[src/byterun1_decoder_macros.svh]
// Assertion helpers for the run-length decoder.
// Both forms take a label, the clock, the active-low reset, a condition and a consequence.
`ifndef BYTERUN1_DECODER_MACROS_SVH
`define BYTERUN1_DECODER_MACROS_SVH

`ifndef SYNTHESIS

// The consequence must hold in the same cycle as the condition.
`define BR1_ASSERT_SAME(label, clk, rst_n, cond, cons) \
    label: assert property (@(posedge clk) disable iff (!rst_n) (cond) |-> (cons)) \
        else $error("byterun1 assertion failed");

// The consequence must hold in the cycle after the condition.
`define BR1_ASSERT_NEXT(label, clk, rst_n, cond, cons) \
    label: assert property (@(posedge clk) disable iff (!rst_n) (cond) |=> (cons)) \
        else $error("byterun1 assertion failed");

`else

`define BR1_ASSERT_SAME(label, clk, rst_n, cond, cons)
`define BR1_ASSERT_NEXT(label, clk, rst_n, cond, cons)

`endif

`endif

[src/br1_pkg.sv]
`timescale 1ns / 1ps
`default_nettype none

package br1_pkg;

    localparam int unsigned BYTES_PER_RESULT_DEF = 8;
    localparam int unsigned MAX_RESULT_BYTES     = 8;
    localparam int unsigned MAX_RESULTS          = 16;
    localparam int unsigned QUEUE_DEPTH_DEF      = 2;

    localparam int unsigned CFG_INDEX_W = 1;
    localparam int unsigned CFG_DATA_W  = 32;
    localparam int unsigned OUT_BYTES_W = 64;
    localparam int unsigned COUNT_W     = 4;

    localparam logic [7:0] LITERAL_MAX     = 8'd127;
    localparam logic [7:0] BAD_HEADER_BYTE = 8'd128;

    typedef enum logic [CFG_INDEX_W-1:0] {
        CFG_COMPRESSED   = 1'b0,
        CFG_OUTPUT_LIMIT = 1'b1
    } t_cfg_reg;

    typedef enum logic [1:0] {
        ST_OK         = 2'd0,
        ST_BAD_HEADER = 2'd1,
        ST_OVERFLOW   = 2'd2,
        ST_TRUNCATED  = 2'd3
    } t_status;

    typedef struct packed {
        logic [7:0] in_byte;
        logic       body_end;
    } t_in_item;

    typedef struct packed {
        logic [OUT_BYTES_W-1:0] out_bytes;
        logic [COUNT_W-1:0]     byte_count;
        logic                   run_last;
        logic                   end_of_body;
        t_status                status;
    } t_out_item;

    // One classified input byte: emit copies of data in chunks, then an
    // optional zero-count tail result. Status and end flag go on the last result.
    typedef struct packed {
        logic [7:0]         data;
        logic [7:0]         emit;
        logic [COUNT_W-1:0] chunk;
        logic               tail;
        t_status            status;
        logic               eob;
    } t_cmd;

endpackage

`default_nettype wire

[src/br1_stream_if.sv]
`timescale 1ns / 1ps
`default_nettype none

interface br1_stream_if #(
    parameter type t_payload = logic
);
    logic     valid;
    logic     ready;
    t_payload payload;

    modport source (output valid, output payload, input ready);
    modport sink   (input valid, input payload, output ready);
endinterface

`default_nettype wire

[src/br1_front.sv]
`timescale 1ns / 1ps
`default_nettype none

module br1_front #(
    parameter int unsigned BYTES_PER_RESULT = br1_pkg::BYTES_PER_RESULT_DEF
) (
    input  wire logic                           i_clk,
    input  wire logic                           i_rst_n,
    br1_stream_if.sink                          i_in,
    input  wire logic                           i_cfg_we,
    input  wire logic [br1_pkg::CFG_INDEX_W-1:0] i_cfg_index,
    input  wire logic [br1_pkg::CFG_DATA_W-1:0]  i_cfg_wdata,
    input  wire logic                           i_queue_full,
    output logic                                o_push,
    output br1_pkg::t_cmd                       o_cmd
);

    typedef enum logic [1:0] {
        MODE_HEADER,
        MODE_LITERAL,
        MODE_REPEAT
    } t_mode;

    // Above this many bytes a repeat would need too many results at the
    // configured width, so it falls back to full-width results.
    localparam logic [8:0] SPLIT_AT = 9'(br1_pkg::MAX_RESULTS * BYTES_PER_RESULT);

    t_mode       r_mode, n_mode;
    logic [7:0]  r_left, n_left;
    logic [31:0] r_written, n_written;
    logic        r_err, n_err;
    logic        r_compressed;
    logic [31:0] r_limit;

    logic        fire;
    logic        end_in;
    logic [7:0]  b;
    logic        room_ok;
    logic [31:0] room;
    logic [7:0]  emit_rep;
    logic [7:0]  lit_left;
    logic        err;
    logic        push;
    br1_pkg::t_cmd cmd;

    assign i_in.ready = !i_queue_full;
    assign fire       = i_in.valid && !i_queue_full;
    assign b          = i_in.payload.in_byte;
    assign end_in     = i_in.payload.body_end;

    assign room_ok  = r_written < r_limit;
    assign room     = r_limit - r_written;
    assign lit_left = (r_left != 8'd0) ? r_left - 8'd1 : 8'd0;

    always_comb begin
        if (!room_ok) begin
            emit_rep = 8'd0;
        end else if (room < {24'd0, r_left}) begin
            emit_rep = room[7:0];
        end else begin
            emit_rep = r_left;
        end
    end

    always_comb begin
        n_mode    = r_mode;
        n_left    = r_left;
        n_written = r_written;
        n_err     = r_err;
        err       = 1'b0;
        push      = 1'b0;
        cmd.data   = b;
        cmd.emit   = 8'd0;
        cmd.chunk  = br1_pkg::COUNT_W'(1);
        cmd.tail   = 1'b0;
        cmd.status = br1_pkg::ST_OK;
        cmd.eob    = end_in;

        if (r_err) begin
            // Dropping bytes until the body ends; the end still reports.
            if (end_in) begin
                cmd.tail = 1'b1;
                push     = 1'b1;
            end
        end else if (!r_compressed) begin
            cmd.emit = 8'd1;
            push     = 1'b1;
        end else begin
            case (r_mode)
                MODE_LITERAL: begin
                    push = 1'b1;
                    if (room_ok) begin
                        cmd.emit  = 8'd1;
                        n_written = r_written + 32'd1;
                    end else begin
                        cmd.tail   = 1'b1;
                        cmd.status = br1_pkg::ST_OVERFLOW;
                        err        = 1'b1;
                    end
                    n_left = lit_left;
                    if (lit_left == 8'd0) begin
                        n_mode = MODE_HEADER;
                    end else if (end_in && !err) begin
                        cmd.tail   = 1'b1;
                        cmd.status = br1_pkg::ST_TRUNCATED;
                    end
                end
                MODE_REPEAT: begin
                    push      = 1'b1;
                    cmd.emit  = emit_rep;
                    cmd.chunk = ({1'b0, emit_rep} > SPLIT_AT)
                              ? br1_pkg::COUNT_W'(br1_pkg::MAX_RESULT_BYTES)
                              : br1_pkg::COUNT_W'(BYTES_PER_RESULT);
                    n_written = r_written + {24'd0, emit_rep};
                    if (emit_rep != r_left) begin
                        err        = 1'b1;
                        cmd.status = br1_pkg::ST_OVERFLOW;
                        cmd.tail   = (emit_rep == 8'd0);
                    end
                    n_mode = MODE_HEADER;
                    n_left = 8'd0;
                end
                default: begin
                    if (b == br1_pkg::BAD_HEADER_BYTE) begin
                        cmd.tail   = 1'b1;
                        cmd.status = br1_pkg::ST_BAD_HEADER;
                        err        = 1'b1;
                        push       = 1'b1;
                    end else if (b <= br1_pkg::LITERAL_MAX) begin
                        n_mode = MODE_LITERAL;
                        n_left = b + 8'd1;
                    end else begin
                        // Repeat count is 257 minus the header byte.
                        n_mode = MODE_REPEAT;
                        n_left = ~b + 8'd2;
                    end
                    if (end_in && !err) begin
                        cmd.tail   = 1'b1;
                        cmd.status = br1_pkg::ST_TRUNCATED;
                        push       = 1'b1;
                    end
                end
            endcase
        end

        if (err && !end_in) begin
            n_err = 1'b1;
        end
        if (end_in) begin
            n_mode    = MODE_HEADER;
            n_left    = 8'd0;
            n_written = 32'd0;
            n_err     = 1'b0;
        end
        if (!fire) begin
            n_mode    = r_mode;
            n_left    = r_left;
            n_written = r_written;
            n_err     = r_err;
        end
    end

    always_ff @(posedge i_clk) begin
        if (!i_rst_n) begin
            r_mode       <= MODE_HEADER;
            r_left       <= 8'd0;
            r_written    <= 32'd0;
            r_err        <= 1'b0;
            r_compressed <= 1'b1;
            r_limit      <= 32'd0;
        end else begin
            r_mode    <= n_mode;
            r_left    <= n_left;
            r_written <= n_written;
            r_err     <= n_err;
            if (i_cfg_we) begin
                case (i_cfg_index)
                    br1_pkg::CFG_COMPRESSED:   r_compressed <= i_cfg_wdata[0];
                    br1_pkg::CFG_OUTPUT_LIMIT: r_limit      <= i_cfg_wdata;
                    default: ;
                endcase
            end
        end
    end

    assign o_push = fire && push;
    assign o_cmd  = cmd;

endmodule

`default_nettype wire

[src/br1_queue.sv]
`timescale 1ns / 1ps
`default_nettype none

`include "byterun1_decoder_macros.svh"

module br1_queue #(
    parameter int unsigned DEPTH = br1_pkg::QUEUE_DEPTH_DEF
) (
    input  wire logic          i_clk,
    input  wire logic          i_rst_n,
    input  wire logic          i_push,
    input  wire br1_pkg::t_cmd i_push_data,
    output logic               o_full,
    input  wire logic          i_pop,
    output br1_pkg::t_cmd      o_pop_data,
    output logic               o_empty
);

    // DEPTH must be a power of two so the pointers wrap on their own; the block does not check it.
    localparam int unsigned PTR_W = (DEPTH > 1) ? $clog2(DEPTH) : 1;
    localparam int unsigned CNT_W = $clog2(DEPTH + 1);

    br1_pkg::t_cmd    r_mem [DEPTH];
    logic [PTR_W-1:0] r_wr_ptr;
    logic [PTR_W-1:0] r_rd_ptr;
    logic [CNT_W-1:0] r_count;

    assign o_full     = (r_count == CNT_W'(DEPTH));
    assign o_empty    = (r_count == '0);
    assign o_pop_data = r_mem[r_rd_ptr];

    always_ff @(posedge i_clk) begin
        if (i_push) begin
            r_mem[r_wr_ptr] <= i_push_data;
        end
    end

    always_ff @(posedge i_clk) begin
        if (!i_rst_n) begin
            r_wr_ptr <= '0;
            r_rd_ptr <= '0;
            r_count  <= '0;
        end else begin
            if (i_push) begin
                r_wr_ptr <= r_wr_ptr + PTR_W'(1);
            end
            if (i_pop) begin
                r_rd_ptr <= r_rd_ptr + PTR_W'(1);
            end
            case ({i_push, i_pop})
                2'b10:   r_count <= r_count + CNT_W'(1);
                2'b01:   r_count <= r_count - CNT_W'(1);
                default: r_count <= r_count;
            endcase
        end
    end

    // The front only classifies a byte when there is room for its command.
    `BR1_ASSERT_SAME(a_no_push_when_full, i_clk, i_rst_n, i_push, !o_full)
    `BR1_ASSERT_SAME(a_no_pop_when_empty, i_clk, i_rst_n, i_pop, !o_empty)

endmodule

`default_nettype wire

[src/br1_back.sv]
`timescale 1ns / 1ps
`default_nettype none

`include "byterun1_decoder_macros.svh"

module br1_back (
    input  wire logic          i_clk,
    input  wire logic          i_rst_n,
    input  wire br1_pkg::t_cmd i_cmd,
    input  wire logic          i_cmd_empty,
    output logic               o_pop,
    br1_stream_if.source       o_out
);

    logic                        r_cur_valid;
    br1_pkg::t_cmd               r_cur;
    logic [7:0]                  r_left;
    logic                        r_out_valid;
    br1_pkg::t_out_item          r_out;

    logic                        step;
    logic                        is_data;
    logic [br1_pkg::COUNT_W-1:0] take;
    logic [br1_pkg::COUNT_W-1:0] count;
    logic [7:0]                  new_left;
    logic                        last;
    br1_pkg::t_out_item          res;

    assign step    = r_cur_valid && (!r_out_valid || o_out.ready);
    assign is_data = (r_left != 8'd0);
    assign take    = (r_left < {4'd0, r_cur.chunk}) ? r_left[br1_pkg::COUNT_W-1:0]
                                                    : r_cur.chunk;
    assign count    = is_data ? take : '0;
    assign new_left = r_left - {4'd0, count};
    assign last     = is_data ? ((new_left == 8'd0) && !r_cur.tail) : 1'b1;

    always_comb begin
        for (int i = 0; i < int'(br1_pkg::MAX_RESULT_BYTES); i++) begin
            res.out_bytes[i*8 +: 8] = (i < int'(count)) ? r_cur.data : 8'h00;
        end
        res.byte_count  = count;
        res.run_last    = last;
        res.end_of_body = last && r_cur.eob;
        res.status      = last ? r_cur.status : br1_pkg::ST_OK;
    end

    // A new command is taken in the cycle the current one gives its last result.
    assign o_pop = !i_cmd_empty && (!r_cur_valid || (step && last));

    always_ff @(posedge i_clk) begin
        if (!i_rst_n) begin
            r_cur_valid <= 1'b0;
            r_out_valid <= 1'b0;
        end else begin
            if (o_pop) begin
                r_cur_valid <= 1'b1;
            end else if (step && last) begin
                r_cur_valid <= 1'b0;
            end
            if (step) begin
                r_out_valid <= 1'b1;
            end else if (o_out.ready) begin
                r_out_valid <= 1'b0;
            end
        end
    end

    always_ff @(posedge i_clk) begin
        if (o_pop) begin
            r_cur  <= i_cmd;
            r_left <= i_cmd.emit;
        end else if (step) begin
            r_left <= new_left;
        end
        if (step) begin
            r_out <= res;
        end
    end

    assign o_out.valid   = r_out_valid;
    assign o_out.payload = r_out;

    `BR1_ASSERT_SAME(a_eob_is_last, i_clk, i_rst_n, r_out_valid && r_out.end_of_body, r_out.run_last)
    `BR1_ASSERT_SAME(a_status_on_last, i_clk, i_rst_n, r_out_valid && (r_out.status != br1_pkg::ST_OK), r_out.run_last)
    `BR1_ASSERT_SAME(a_count_range, i_clk, i_rst_n, r_out_valid, r_out.byte_count <= 4'd8)
    `BR1_ASSERT_NEXT(a_run_continues, i_clk, i_rst_n, step && !last, r_cur_valid)

endmodule

`default_nettype wire

[src/byterun1_decoder.sv]
`timescale 1ns / 1ps
`default_nettype none

// Channel   Direction  Payload                                          Transfer
// i_in      in         in_byte, body_end                                valid && ready
// o_out     out        out_bytes, byte_count, run_last, end_of_body,    valid && ready
//                      status
// i_cfg_*   in         register index and 32-bit write data             i_cfg_we
//
// The front takes one compressed byte per cycle while the command queue has room
// and turns it into at most one command; a header byte alone gives no command.
// The back gives one result per cycle from the head command while o_out is not
// stalled: n decoded bytes give ceil(n / chunk) results, plus one when the command
// ends in a zero-count status result, so long runs fill the queue and hold i_in.ready
// low until the back catches up.
// Each result is built from the registered head command and held in the output
// register, which takes the next result in the same cycle the current one transfers.
// Reset is synchronous and active low; it clears the decode state, queue and
// output register and loads the register defaults (decoding on, limit zero).

module byterun1_decoder #(
    parameter int unsigned BYTES_PER_RESULT = br1_pkg::BYTES_PER_RESULT_DEF,
    parameter int unsigned QUEUE_DEPTH      = br1_pkg::QUEUE_DEPTH_DEF
) (
    input  wire logic                            i_clk,
    input  wire logic                            i_rst_n,
    br1_stream_if.sink                           i_in,
    br1_stream_if.source                         o_out,
    input  wire logic                            i_cfg_we,
    input  wire logic [br1_pkg::CFG_INDEX_W-1:0] i_cfg_index,
    input  wire logic [br1_pkg::CFG_DATA_W-1:0]  i_cfg_wdata
);

    logic          queue_full;
    logic          queue_empty;
    logic          push;
    logic          pop;
    br1_pkg::t_cmd push_cmd;
    br1_pkg::t_cmd head_cmd;

    // Front: register file, decode state and classification of each byte.
    br1_front #(
        .BYTES_PER_RESULT (BYTES_PER_RESULT)
    ) u_front (
        .i_clk        (i_clk),
        .i_rst_n      (i_rst_n),
        .i_in         (i_in),
        .i_cfg_we     (i_cfg_we),
        .i_cfg_index  (i_cfg_index),
        .i_cfg_wdata  (i_cfg_wdata),
        .i_queue_full (queue_full),
        .o_push       (push),
        .o_cmd        (push_cmd)
    );

    // Short queue so the front keeps taking bytes while the back expands a run.
    br1_queue #(
        .DEPTH (QUEUE_DEPTH)
    ) u_queue (
        .i_clk       (i_clk),
        .i_rst_n     (i_rst_n),
        .i_push      (push),
        .i_push_data (push_cmd),
        .o_full      (queue_full),
        .i_pop       (pop),
        .o_pop_data  (head_cmd),
        .o_empty     (queue_empty)
    );

    // Back: splits each command into results and drives the output register.
    br1_back u_back (
        .i_clk       (i_clk),
        .i_rst_n     (i_rst_n),
        .i_cmd       (head_cmd),
        .i_cmd_empty (queue_empty),
        .o_pop       (pop),
        .o_out       (o_out)
    );

endmodule

`default_nettype wire

[src/flat_wrapper.sv]
// flat-port wrapper written by rule: the top's interface ports become plain ports
module byterun1_decoder_flat import br1_pkg::*;
#(
    parameter int unsigned BYTES_PER_RESULT = br1_pkg::BYTES_PER_RESULT_DEF,
    parameter int unsigned QUEUE_DEPTH      = br1_pkg::QUEUE_DEPTH_DEF
)
  (i_clk, i_rst_n, i_cfg_we, i_cfg_index, i_cfg_wdata, i_in_valid, i_in_payload, i_in_ready, o_out_valid, o_out_payload, o_out_ready);
  br1_stream_if #(.t_payload(t_in_item)) i_in_i ();
  br1_stream_if #(.t_payload(t_out_item)) o_out_i ();
  input  wire logic i_clk;
  input  wire logic i_rst_n;
  input  wire logic i_cfg_we;
  input  wire logic [br1_pkg::CFG_INDEX_W-1:0] i_cfg_index;
  input  wire logic [br1_pkg::CFG_DATA_W-1:0] i_cfg_wdata;
  input wire logic [$bits(i_in_i.valid)-1:0] i_in_valid;
  input wire logic [$bits(i_in_i.payload)-1:0] i_in_payload;
  output wire logic [$bits(i_in_i.ready)-1:0] i_in_ready;
  output wire logic [$bits(o_out_i.valid)-1:0] o_out_valid;
  output wire logic [$bits(o_out_i.payload)-1:0] o_out_payload;
  input wire logic [$bits(o_out_i.ready)-1:0] o_out_ready;
  assign i_in_i.valid = i_in_valid;
  assign i_in_i.payload = i_in_payload;
  assign i_in_ready = i_in_i.ready;
  assign o_out_valid = o_out_i.valid;
  assign o_out_payload = o_out_i.payload;
  assign o_out_i.ready = o_out_ready;
  byterun1_decoder #(.BYTES_PER_RESULT(BYTES_PER_RESULT), .QUEUE_DEPTH(QUEUE_DEPTH)) u_core (.i_clk(i_clk), .i_rst_n(i_rst_n), .i_in(i_in_i), .o_out(o_out_i), .i_cfg_we(i_cfg_we), .i_cfg_index(i_cfg_index), .i_cfg_wdata(i_cfg_wdata));
endmodule
[config.mk]
export PLATFORM = sky130hd
export DESIGN_NAME = byterun1_decoder_flat
export DESIGN_NICKNAME = d
export VERILOG_FILES = /design/src/br1_pkg.sv /design/src/br1_stream_if.sv /design/src/br1_front.sv /design/src/br1_queue.sv /design/src/br1_back.sv /design/src/byterun1_decoder.sv /design/src/flat_wrapper.sv
export VERILOG_INCLUDE_DIRS = /design/src /design/src/src
export SDC_FILE = /design/constraint.sdc
export NUM_CORES = 1
export LEC_CHECK = 0
export BUFFER_PORTS_ARGS = -buffer_cell sky130_fd_sc_hd__clkbuf_2
export CORE_MARGIN = 2
export CORE_UTILIZATION = 32
export CTS_CLUSTER_SIZE = 10
export DETAILED_ROUTE_END_ITERATION = 8
export GPL_TIMING_DRIVEN = 0
export HOLD_SLACK_MARGIN = 0.1
export RECOVER_POWER = 25
export SYNTH_ARGS = -nofsm -noshare
export SYNTH_HDL_FRONTEND = slang
export SYNTH_SLANG_ARGS = --single-unit
[constraint.sdc]
create_clock -name i_clk -period 19.55 [get_ports i_clk]
set_input_delay 3.91 -clock i_clk [delete_from_list [all_inputs] [get_ports i_clk]]
set_output_delay 3.91 -clock i_clk [all_outputs]
set_load 0.005 [all_outputs]
Word level (Yosys, flattened, before mapping)
Memory sizes are Yosys's and may differ from the RTL's. A register that Yosys moved wholly into a read port is not among the register bits.
Index checks and enable logic that the tools add are counted.
Widths: inputs -> output; s select.

cells by class
  add/subtract/negate cells = 11
  $lt $le $gt $ge = 12
  equal/unequal tests = 11
  multiplexer cells = 69
  bitwise gates (word level) = 2
  reduce and logical (&&, ||, !) cells = 40

operators by type and width
  operator               count
  $mux 32                4
  $mux 8                 11
  $pmux 32 s2            1
  $add 32x1->32 const B  1
  $add 32x8->32          1
  $lt 32x32->1           1
  $lt 32x8->1            1
  $pmux 8 s2             2
  $sub 32x32->32         1
  $mux 1                 29
  $logic_not 8->1        3
  $mux 3                 6
  $lt 3x4->1 const A     4
  $reduce_bool 8->1      2
  $mux 2                 7
  $mux 12                1
  $mux 4                 3
  $reduce_bool 2->1      6
  $logic_and 1x1->1      10
  $reduce_and 5->1       2
  $add 8x1->8 const B    1
  $add 8x2->8 const B    1
  $eq 8x8->1 const B     1
  $le 8x7->1 const B     1
  27 further kinds       45

word-level totals
  flip-flop bits (word level) = 178
  bits in writable memories = 48
  bits of input ports = 47
  output and inout port bits = 74
  word-level logic and storage cells = 175
  memories kept = 1

memory list
  memory                depth  width  read ports  clocked after memory_dff  write ports  line             source
  u_core.u_queue.r_mem  2      24     1           1                         1            br1_queue.sv:23  br1_pkg::t_cmd r_mem [DEPTH];

Longest topological paths before layout
Gate-level depths: netlist (run 1).

  depth in word-level cells = 14
  mapped depth = 30
  mapped depth without buffers = 29

Cells and area by module
A second synthesis (run 1) with hierarchy kept.

unflattened totals
  cell total of the unflattened synthesis = 1383
  area, all modules = 13101.3 µm²

modules (own cells, without submodules)
  module     instances  cells each  area an instance (µm²)  seq. area each (µm²)
  br1_front  1          1003        7048.0                  1521.5
  br1_back   1          283         4110.2                  2922.8
  br1_queue  1          97          1943.1                  1541.5

Worst setup path before layout (run 1)
Ideal clock, no wire load.

  path kind = in2reg
  start point = input port o_out_ready
  end point = register u_core.u_back.r_left[0] (enable)
  setup time = 0.319 ns
  data arrival time = 7.776 ns
  data required time = 19.231 ns
  path slack = 11.455 ns
  stages on the path = 3
  path buffers = 0
  cell sequence = nor2b_1 -> nor2b_1 -> or2_2

on the way
  word-level cells in the longest chain between the ends = 6

ends and longest elaborated chain
  what                           line                source
  from (decl)                    flat_wrapper.sv:20  input wire logic [$bits(o_out_i.ready)-1:0] o_out_ready;
  $logic_or 1x1->1 *             br1_back.sv:29      assign step = r_cur_valid && (!r_out_valid || o_out.ready);
  $logic_and 1x1->1 *            br1_back.sv:29
  via u_core.u_back.step         br1_back.sv:21      logic step;
  $logic_and 1x1->1              br1_back.sv:48      assign o_pop = !i_cmd_empty && (!r_cur_valid || (step && last));
  $logic_or 1x1->1               br1_back.sv:48
  $logic_and 1x1->1              br1_back.sv:48
  $reduce_bool 2->1 (no line) *  -
  to (signal assigned)           br1_back.sv:71      r_left <= i_cmd.emit;
  to (signal assigned)           br1_back.sv:73      r_left <= new_left;
  to (decl)                      br1_back.sv:17      logic [7:0] r_left;

Mark *: on every way through the listed nets, which the timed path passes. The rest lies on a longest branch.
A chain may end at the register's enable or synchronous reset.

Worst setup path in the final report (run 1)
  start point = register u_core.u_front.r_written[3]
  end point = register u_core.u_front.r_written[18]

on the way
  word-level cells in the longest chain between the ends = 9
  elaborated cells on any way between the ends = 14
  those cells by class = 3 x add/sub; 2 x order compare; 1 x eq/ne; 7 x mux; 1 x reduce/logical

ends and longest elaborated chain
  what                    line              source
  from (decl)             br1_front.sv:30   logic [31:0] r_written, n_written;
  from (signal assigned)  br1_front.sv:174  r_written <= n_written;
  $sub 32x32->32          br1_front.sv:52   assign room = r_limit - r_written;
  $lt 32x8->1             br1_front.sv:58   end else if (room < {24'd0, r_left}) begin
  $mux 8                  br1_front.sv:58
  $mux 8                  br1_front.sv:56   if (!room_ok) begin
  $add 32x8->32           br1_front.sv:114  n_written = r_written + {24'd0, emit_rep};
  $pmux 32 s2             br1_front.sv:89   case (r_mode)
  $mux 32                 br1_front.sv:85   end else if (!r_compressed) begin
  $mux 32                 br1_front.sv:79   if (r_err) begin
  $mux 32                 br1_front.sv:149  if (end_in) begin

Parallel ways exist; a longest one is shown, timed or not. The select of a mux whose other input is x is not followed.

==> impl_results.md, run 1 <==
- Avg Cell Area, Syn: roughly 9 µm²
- R2R setup slack: 10.82 ns
- CP Capture Type: register
- P_leak: slightly below 6 nW
- Max rail drop VDD: 0.0000737 V
- Cell chosen for the clock root: clkbuf_16
- Clock power share: 0.282
- Family with the most delay on the worst path: compound AO/OA/AOI/OAI gates
- Vias in the first global route: 10893
- Post-detail-place hpwl: 30400 µm
- Fin crit share: 0.447
- Final WS setup: 10.82 ns
- Synth Cell Area: 0.0132 mm²
- PD cells: about 110 mW/mm²
- Crit Path Max Fanout: 10
- Share of post-route cells with drive strength above 1: 0.124
- Initial DRT Pass Iterations: 5
- Async SR Flop Fraction: 0
- Max clock buf depth: 3
- Final TNS setup: 0 ns
- Number of synthesized flops with an enable pin: 138
- # clock sinks: 221
- Seq/Total Area, Yosys: 0.440
- Vias/cell: 5.27
- Antenna-violating nets left: 0
- P&R area growth vs syn: 16.0%
- Hold WC Path Type: reg2reg
- Tot GR Track Use: 0.176
- Clock Latency Late Sink: 0.58 ns
- Largest net degree at the start of global routing: 37
- RSZ-0062 raised after global routing: false
- Status: finished clean
- First-pass GRT wire length: 60600 µm
- Post-CTS setup buffers: 0
- Pre-CTS setup slack: approximately 11 ns
- Post-layout min period: roughly 8.7 ns
- Hold buffer count at CTS: 0
- Crit path arrival time: 9.24 ns
- WP data required: 20.05 ns
- CTS clk-pin slew, worst paths: roughly 0.060 ns
- Startpoint Class: register
- Routed length per instance: 18.1 µm
- Setup-failing EPs final: 0
- Iteration-0 DRC Markers: ~860
- P_int: 1.10 mW
- Worst Skew: 0.0345 ns
- Max_cap viols: 0
- Slew Viols, Final: 0
- Remaining DRCs: 0
- Die Y-Extent: between 200 and 250 µm
- Syn Nets: 1535
- Die W: 207 µm
- Total core area: 0.0407 mm²
- Sw Share: 0.333
- Routability Congestion: a little over 0.9
- Crit path max-delay cell type: a2111oi_0
- Nets: 1686
- Largest stage delay, worst path: 0.84 ns
- Yosys warns: 0
- Total congestion overflow: 0
- Max-slew headroom: 0.206
- Fmax: 114 MHz
- Via count: 11245
- Final Hold Vio Count: 0
- Synthesis-stage register bit count: 221
- Row count: 74
- Sw Pwr: 0.550 mW
- Worst path bufs/invs: 2
- Comb pwr share: 0.311
- # IOs: 121
- Die area: ~0.043 mm²
- Number of port buffers: around 120
- Final wirelength: 38700 µm
- Synth unique cells: 86
- Final Util: 0.376
- Mapped Cells: 1428
- Post-CTS resize count: 0
- Total power: 1.65 mW
- Critical path type: reg2reg
- Flop pwr share: 0.407
- Worst-Margin Slew: around 1.2 ns
- CTS tree: built
- H-tree depth: 1
- Starting Density: 0.324
- Initial antenna violation count: 0
- Total CTS buffers: 27
- Ys flop type: edfxtp_1
- Fill count: between 4000 and 5000
-- final timing paths --
check | end | start | depth (start not counted)
max | u_core.u_front.r_written[18] | u_core.u_front.r_written[3] | 28
min | u_core.u_front.r_written[30] | u_core.u_front.r_written[30] | 2
max reg2reg | u_core.u_front.r_written[18] | u_core.u_front.r_written[3] | 28
min reg2reg | u_core.u_front.r_written[30] | u_core.u_front.r_written[30] | 2
-- worst reg2reg max path, delay by kind of cell, from the launching register on --
kind,cells,cell delay [ns]
xor+xnor,1,0.24
compound gates,12,3.92
fa+ha+maj,3,1.08
buf+inv,2,0.57
mux,1,0.21
flops,1,0.44
simple gates,9,2.17
-- synth_stat cells, drive strengths merged (4+ instances only) --
library cell / n / area [µm²]
o31ai: 6 / 50.1
or3: 16 / 100
clkbuf: 55 / 206
o21ai: 63 / 315
or4: 5 / 41.3
o21a: 13 / 97.6
nand4: 26 / 169
nand3: 37 / 185
nand2b: 13 / 81.3
xor2: 12 / 105
and3: 11 / 73.8
or2: 4 / 25.0
nand2: 187 / 702
xnor2: 20 / 175
a31oi: 12 / 75.1
ha: 57 / 713
nor2b: 36 / 225
a22oi: 4 / 30.0
a21boi: 46 / 345
and2: 46 / 288
nor4: 11 / 68.8
a21o: 23 / 173
a31o: 6 / 52.6
a21oi: 97 / 485
nor2: 75 / 282
a2111oi: 5 / 43.8
nor3b: 7 / 52.6
o22ai: 5 / 31.3
inv: 85 / 319
a211oi: 21 / 163
nor3: 54 / 282
mux2: 21 / 236
edfxtp: 138 / 4140
o211ai: 20 / 150
dfxtp: 83 / 1660
mux2i: 30 / 300
o21bai: 4 / 30.0
buf: 11 / 58.8
and4: 7 / 61.3
a211o: 6 / 52.6
-- per-stage QoR --
step,hold WS (ns),area [µm²],cells
after floorplan,0.435,13200,1428
after global placement,0.447,14500,2079
after detailed placement,0.452,14500,2082
after CTS,0.460,15300,2131
after global routing,0.485,15300,2131
final,0.457,15300,2132
-- cell usage in the layout (no fill, tap or decap), types with 6 or more instances in the layout --
cell type / instances
or3_1: 16
a21oi_1: 97
ha_1: 57
xnor2_1: 20
buf_2: 8
and4_1: 7
clkbuf_16: 27
a31oi_1: 12
and2_0: 18
o21a_1: 13
o211ai_1: 20
a211o_1: 6
nor3b_1: 7
nor4_1: 11
nand2b_1: 13
inv_1: 85
a211oi_1: 20
mux2i_1: 30
a21boi_0: 44
o21ai_0: 52
clkbuf_2: 110
nand2_1: 187
and2_1: 28
o21ai_1: 11
nor2_1: 74
nand4_1: 25
and3_1: 10
nor2b_1: 36
xor2_1: 12
clkbuf_1: 82
nand3_1: 37
edfxtp_1: 138
mux2_2: 21
a21o_1: 23
nor3_1: 53
dfxtp_1: 83
-- registers in the layout, indices dropped and copies added (netlist names), named ones only --
register / count
u_core.u_front.r_written: 32
u_core.u_front.r_left: 8
u_core.u_front.r_err: 1
u_core.u_back.r_left: 8
u_core.u_back.r_cur: 14
u_core.u_queue.r_wr_ptr: 1
u_core.u_front.r_compressed: 1
u_core.u_back.o_out.payload: 72
u_core.u_front.r_mode: 2
u_core.u_back.r_cur_valid: 1
u_core.u_queue.r_rd_ptr: 1
u_core.u_queue.r_mem: 44
u_core.u_queue.r_count: 2
u_core.u_front.r_limit: 32
u_core.u_back.o_out.valid: 1
-- layout make-up --
class | instances | area, µm² | area share
buffer | 66 | 265 | 0.0173
timing repair buffer | 122 | 639 | 0.0418
multi-input combinational | 1055 | 6800 | 0.444
tap | 532 | 666 | 0.0435
antenna | 1 | 2.50 | 0.000163
sequential | 221 | 5810 | 0.379
clock buffer | 44 | 739 | 0.0483
clock inverter | 5 | 67.6 | 0.00441
inverter | 86 | 323 | 0.0211
-- power groups by stage --
stage          clock network (mW)  logic, mW  registers [mW]
2_1_floorplan                   0      0.337           0.682
3_3_place_gp                    0      0.497           0.691
3_5_place_dp                    0      0.516           0.683
4_1_cts                     0.479      0.520           0.674
5_1_grt                     0.495      0.572           0.683
6_report                    0.466      0.514           0.673
-- routing by layer --
metal / track usage / up-vias / part of all wire / wire length, µm
li1: - / 5525 / - / -
met1: 0.215 / 5338 / 0.43 / 16700
met2: 0.309 / 306 / 0.49 / 18900
met3: 0.0317 / 76 / 0.046 / 1790
met4: 0.0633 / 0 / 0.034 / 1320
met5: 0 / - / 0 / 0
-- cells by family after synthesis --
group                      after synthesis  share of synthesized area
muxes                                   51                     0.0407
AOI/OAI and AO/OA                      368                      0.188
xor gates and xnor gates                32                     0.0212
adders and majority gates               61                     0.0594
DFF                                    221                      0.440
buffers and inverters                  152                     0.0446
and+or+nand+nor                        543                      0.206
Note: power is estimated with default switching activity, not from simulation.
==> inputs of run 2 (changes only) <==
Clock period 19.55 ns to 8 ns, I/O delays scaled along.
==> impl_results.md, run 2 (synthesized netlist as in run 1, its figures left out) <==
- Status: finished, violations left (was finished clean)
- Failing checks: max-capacitance violations, max-slew violations
- Crit path max-delay cell type: or4_4 (was a2111oi_0)
- Routability Congestion: 0.924 (unchanged)
- R2r startpoint: u_core.u_front.r_written[4] (was u_core.u_front.r_written[3])
- Total congestion overflow: 0 (unchanged)
- Clock Latency Late Sink: 0.58 ns (about the same)
- Fin crit share: 0.941 (was 0.447)
- P_leak: 5.81 nW (was 5.77 nW)
- Die W: 207 µm (unchanged)
- Starting Density: 0.324 (unchanged)
- CP Capture Type: register (unchanged)
- CTS tree: built (unchanged)
- Fmax: 133 MHz (was 114 MHz)
- Remaining DRCs: 0 (unchanged)
- Clock power share: 0.283 (was 0.282)
- P&R area growth vs syn: 16.3% (was 16.0%)
- Final WS setup: 0.472 ns (was 10.82 ns)
- Worst reg2reg path endpoint: u_core.u_front.r_written[12] (was u_core.u_front.r_written[18])
- H-tree depth: 1 (unchanged)
- Total core area: 0.0407 mm² (unchanged)
- Post-layout min period: 7.53 ns (was 8.73 ns)
- # IOs: 121 (unchanged)
- Critical path type: reg2reg (unchanged)
- Startpoint Class: register (unchanged)
- Hold path depth: 2 (unchanged)
- Row count: 74 (unchanged)
- Sw Pwr: 1.34 mW (was 0.550 mW)
- Crit path arrival time: 7.98 ns (was 9.24 ns)
- P_int: 2.69 mW (was 1.10 mW)
- Most frequent cells in the layout: nand2_1, edfxtp_1, clkbuf_2 (unchanged)
- Met3 usage: 0.0317 (unchanged)
- Max rail drop VDD: 0.000181 V (was 0.0000737 V)
- Hold buffer count at CTS: 0 (unchanged)
- Max clock buf depth: 3 (unchanged)
- Crit Path Max Fanout: 10 (unchanged)
- Post-detail-place hpwl: 30400 µm (unchanged)
- Via count: 11306 (was 11245)
- Slew Viols, Final: 37 (was 0)
- Reg2reg path depth: 29 (was 28)
- R2R setup slack: 0.47 ns (was 10.82 ns)
- Max reg flops: 72 (unchanged)
- # clock sinks: 221 (unchanged)
- Antenna-violating nets left: 0 (unchanged)
- Pre-CTS setup slack: -0.471 ns (was 11.08 ns)
- Flop pwr share: 0.409 (was 0.407)
- Iteration-0 DRC Markers: 836 (was 864)
- Nets: 1691 (was 1686)
- Most frequent CP cell: ha_1
- Sw Share: 0.333 (about the same)
- Largest stage delay, worst path: 0.54 ns (was 0.84 ns)
- Worst Skew: 0.0322 ns (was 0.0345 ns)
- WHS Endpoint: u_core.u_front.r_written[30] (unchanged)
- Tot GR Track Use: 0.176 (about the same)
- Largest net degree at the start of global routing: 37 (unchanged)
- Share of post-route cells with drive strength above 1: 0.128 (was 0.124)
- Vias/cell: 5.29 (was 5.27)
- GR peak layer: met2 (unchanged)
- Number of port buffers: 119 (unchanged)
- Final wirelength: 38800 µm (was 38700 µm)
- Die area: 0.0429 mm² (unchanged)
- First-pass GRT wire length: 60700 µm (was 60600 µm)
- Total CTS buffers: 27 (unchanged)
- GR Layer Usage met2: 0.310 (was 0.309)
- Cell chosen for the clock root: clkbuf_16 (unchanged)
- Final Hold Vio Count: 0 (unchanged)
- Min-Delay Startpoint: u_core.u_front.r_written[30] (unchanged)
- Worst path bufs/invs: 3 (was 2)
- Family with the most delay on the worst path: compound AO/OA/AOI/OAI gates (unchanged)
- Max-slew headroom: -0.212 (was 0.206)
- Die Y-Extent: 207 µm (unchanged)
- Initial DRT Pass Iterations: 7 (was 5)
- M1 GR Usage: 0.215 (about the same)
- RSZ-0062 raised after global routing: false (unchanged)
- Fin Hold WS: 0.457 ns (about the same)
- Critical Path Stages: 29 (was 28)
- Routed length per instance: 18.1 µm (about the same)
- Commonest non-fill, non-tap cell in the layout: nand2_1 (unchanged)
- Max_cap viols: 1 (was 0)
- CTS clk-pin slew, worst paths: 0.06 ns (about the same)
- PD cells: 263 mW/mm² (was 108 mW/mm²)
- Fill count: 4177 (was 4184)
- WP data required: 8.45 ns (was 20.05 ns)
- Setup-failing EPs final: 0 (unchanged)
- Initial antenna violation count: 0 (unchanged)
- Worst-Margin Slew: 1.82 ns (was 1.18 ns)
- Comb pwr share: 0.308 (was 0.311)
- Hold WC Path Type: reg2reg (unchanged)
- Vias in the first global route: 10947 (was 10893)
-- run 2: cell count changes in the layout (fill, tap and decap cells not counted), sizes merged --
cell    change
clkbuf      +2
buf         +3
-- run 2: tightest hold or removal path: stages, from the launching register on --
cell and delay, ns:
dfxtp_1 0.31, nand2_1 0.05, mux2i_1 0.05
-- run 2: routing by layer --
metal	routed length [µm]	vias up	part of all wire
li1	-	5533	-
met1	16600	5412	0.43
met2	19000	294	0.49
met3	1830	67	0.047
met4	1280	0	0.033
met5	0	-	0
-- run 2: worst max-delay path by stage --
stage,startpoint,to,slack (ns)
2_1_floorplan,u_core.u_front.r_written[3],u_core.u_front.r_written[12],1.30
3_3_place_gp,u_core.u_front.r_written[3],u_core.u_front.r_written[18],-0.41
3_5_place_dp,u_core.u_front.r_written[3],u_core.u_front.r_written[18],-0.47
4_1_cts,u_core.u_front.r_written[3],u_core.u_front.r_written[12],0.15
5_1_grt,u_core.u_front.r_written[3],u_core.u_front.r_written[12],0.08
6_report,u_core.u_front.r_written[4],u_core.u_front.r_written[12],0.47
-- run 2: timing repair --
item,in CTS,in global routing
endpoints found under the setup margin,26,27
setup buffers,3,2
resized for setup,4,2
pin swaps,2,1
-- run 2: final cells by class --
class                   instances  area, µm²  area share
diodes                          1       2.50    0.000163
plain buffers                  66        267      0.0174
clock buffers                  44        739      0.0482
clock inverters                 5       67.6     0.00440
inverters                      86        323      0.0210
multi-input cells            1055       6820       0.445
flip-flops and latches        221       5810       0.378
well taps                     532        666      0.0434
repair buffers                127        644      0.0420
-- run 2: power groups by stage --
stage / Sequential, mW / Combinational (mW) / Clock, mW
floorplan: 1.67 / 0.825 / 0
global placement: 1.69 / 1.22 / 0
detailed placement: 1.67 / 1.26 / 0
CTS: 1.65 / 1.27 / 1.17
global route: 1.67 / 1.39 / 1.21
finish: 1.65 / 1.24 / 1.14
-- run 2: stage by stage --
stage               cells  TNS [ns]  total power [mW]   util  area [µm²]
finish               2137         0              4.03  0.377       15300
floorplan            1428         0              2.49      -       13200
detailed placement   2082     -7.95              2.93  0.356       14500
global placement     2079     -6.42              2.90  0.355       14500
CTS                  2134         0              4.09  0.377       15400
global route         2136         0              4.27  0.376       15300
==> inputs of run 3 (changes only) <==
Settings changed: CORE_UTILIZATION 32 to 35, GPL_TIMING_DRIVEN 0 to not set.
==> impl_results.md, run 3 (synthesized netlist as in run 1, its figures left out) <==
- Status: finished, violations left (unchanged)
- Failing checks: max-capacitance violations, max-slew violations (unchanged)
- Max-slew headroom: -1.48 (was -0.212)
- Largest net degree at the start of global routing: 74 (was 37)
- Most frequent CP cell: ha_1 (unchanged)
- Pre-CTS setup slack: 0.635 ns (was -0.471 ns)
- Largest stage delay, worst path: 0.54 ns (about the same)
- Finished Layout Cells: 2059 (was 2137)
- Via count: 11040 (was 11306)
- Total power: 4.04 mW (was 4.03 mW)
- Comb pwr share: 0.299 (was 0.308)
- Most frequent cells in the layout: nand2_1, edfxtp_1, clkbuf_2 (unchanged)
- Total core area: 0.0374 mm² (was 0.0407 mm²)
- # clock sinks: 221 (unchanged)
- Flop pwr share: 0.414 (was 0.409)
- Max reg flops: 72 (unchanged)
- Vias in the first global route: 10242 (was 10947)
- P&R area growth vs syn: 14.7% (was 16.3%)
- Crit Path Max Fanout: 15 (was 10)
- Initial antenna violation count: 0 (unchanged)
- Fin crit share: 0.916 (was 0.941)
- Initial DRT Pass Iterations: 6 (was 7)
- P_leak: 5.76 nW (was 5.81 nW)
- Hold WC Path Type: reg2reg (unchanged)
- Commonest non-fill, non-tap cell in the layout: nand2_1 (unchanged)
- Fmax: 136 MHz (was 133 MHz)
- # IOs: 121 (unchanged)
- Die area: 0.0393 mm² (was 0.0429 mm²)
- Sw Share: 0.327 (was 0.333)
- Fill count: 3725 (was 4177)
- Die Y-Extent: 198 µm (was 207 µm)
- Clock power share: 0.287 (was 0.283)
- CP Capture Type: register (unchanged)
- Total congestion overflow: 0 (unchanged)
- Starting Density: 0.353 (was 0.324)
- First-pass GRT wire length: 55000 µm (was 60700 µm)
- Diodes inserted: 0 (was 1)
- PD cells: 267 mW/mm² (was 263 mW/mm²)
- Multi-input combinational cell area: 0.00683 mm² (was 0.00682 mm²)
- P_int: 2.72 mW (was 2.69 mW)
- Clock Latency Late Sink: 0.58 ns (about the same)
- Max rail drop VDD: 0.000158 V (was 0.000181 V)
- Nets: 1635 (was 1691)
- Number of port buffers: 120 (was 119)
- Post-layout min period: 7.33 ns (was 7.53 ns)
- CTS tree: built (unchanged)
- Cell chosen for the clock root: clkbuf_16 (unchanged)
- Share of post-route cells with drive strength above 1: 0.132 (was 0.128)
- Remaining DRCs: 0 (unchanged)
- WP data required: 8.44 ns (was 8.45 ns)
- Max_cap viols: 2 (was 1)
- Antenna-violating nets left: 0 (unchanged)
- Critical path type: reg2reg (unchanged)
- Post-detail-place hpwl: 26300 µm (was 30400 µm)
- Tot GR Track Use: 0.175 (was 0.176)
- Crit path max-delay cell type: or4_4 (unchanged)
- Final TNS setup: 0 ns (unchanged)
- Setup-failing EPs final: 0 (unchanged)
- Max clock buf depth: 3 (unchanged)
- Final Util: 0.404 (was 0.377)
- Slew Viols, Final: 138 (was 37)
- Sw Pwr: 1.32 mW (was 1.34 mW)
- FF+latch area: 0.00581 mm² (unchanged)
- CTS clk-pin slew, worst paths: 0.06 ns (about the same)
- Final WS setup: 0.670 ns (was 0.472 ns)
- Worst Skew: 0.0403 ns (was 0.0322 ns)
- Iteration-0 DRC Markers: 970 (was 836)
- Final Hold Vio Count: 0 (unchanged)
- RSZ-0062 raised after global routing: false (unchanged)
- Routability Congestion: 0.951 (was 0.924)
- Startpoint Class: register (unchanged)
- Routed length per instance: 17.0 µm (was 18.1 µm)
- Row count: 71 (was 74)
- Vias/cell: 5.36 (was 5.29)
- Worst-Margin Slew: 3.72 ns (was 1.82 ns)
- Total CTS buffers: 27 (unchanged)
- Crit path arrival time: 7.77 ns (was 7.98 ns)
- Die W: 198 µm (was 207 µm)
- Hold buffer count at CTS: 0 (unchanged)
- H-tree depth: 1 (unchanged)
- Inst Count DP: 2008 (was 2082)
- Final wirelength: 35000 µm (was 38800 µm)
[run 3: cell types whose count changed in the layout (fill, tap and decap cells not counted), moves of 2 or more]
cell      before  now
clkbuf_1      83   28
buf_4          5   14
buf_2          8    0
clkbuf_8       0    2
[run 3: through the flow]
step	instance area (µm²)	hold WS [ns]
CTS	15100	0.463
floorplan	13200	0.435
global placement	14300	0.442
detailed placement	14300	0.454
global route	15100	0.483
finish	15100	0.458
[run 3: layout make-up]
type / instances / area share
Inverter: 86 / 0.0213
Sequential cell: 221 / 0.384
Tap cell: 511 / 0.0423
Clock inverter: 4 / 0.00414
Timing Repair Buffer: 137 / 0.0467
Clock buffer: 45 / 0.0505
Multi-Input combinational cell: 1055 / 0.451
[run 3: what timing repair did]
action / 4_1_cts / 5_1_grt
buffers inserted: 0 / 2
resized for setup: 0 / 3
endpoints found under the setup margin: 0 / 16
[run 3: final timing paths]
path	from	end	slack, ns	cells after the start
setup / recovery	u_core.u_front.r_written[4]	u_core.u_front.r_written[12]	0.67	29
hold / removal	u_core.u_front.r_written[30]	u_core.u_front.r_written[30]	0.46	2
setup reg to reg	u_core.u_front.r_written[4]	u_core.u_front.r_written[12]	0.67	29
hold reg to reg	u_core.u_front.r_written[30]	u_core.u_front.r_written[30]	0.46	2
[run 3: metal layers]
metal	share of wire	vias to the layer above	wire, µm	GRT usage
li1	-	5413	-	-
met1	0.45	5196	15600	0.230
met2	0.47	359	16500	0.296
met3	0.058	72	2040	0.0269
met4	0.027	0	958	0.0507
met5	0	-	0	0
[run 3: worst max-delay path: cells and delay by family, from the launching register on]
kind	cells	cell delay, ns
flip-flops	1	0.42
adder cells (fa/ha/maj)	4	1.45
multiplexers	1	0.14
buffers and inverters	3	0.70
AO/OA/AOI/OAI	11	2.17
AND/OR/NAND/NOR	9	1.90
XOR/XNOR	1	0.41
[run 3: power groups by stage]
| stage | clock, mW | combinational, mW | sequential [mW] |
|---|---|---|---|
| floorplan | 0 | 0.825 | 1.67 |
| global placement | 0 | 1.18 | 1.68 |
| detailed placement | 0 | 1.20 | 1.69 |
| CTS | 1.19 | 1.21 | 1.66 |
| global route | 1.23 | 1.35 | 1.70 |
| finish | 1.16 | 1.21 | 1.67 |
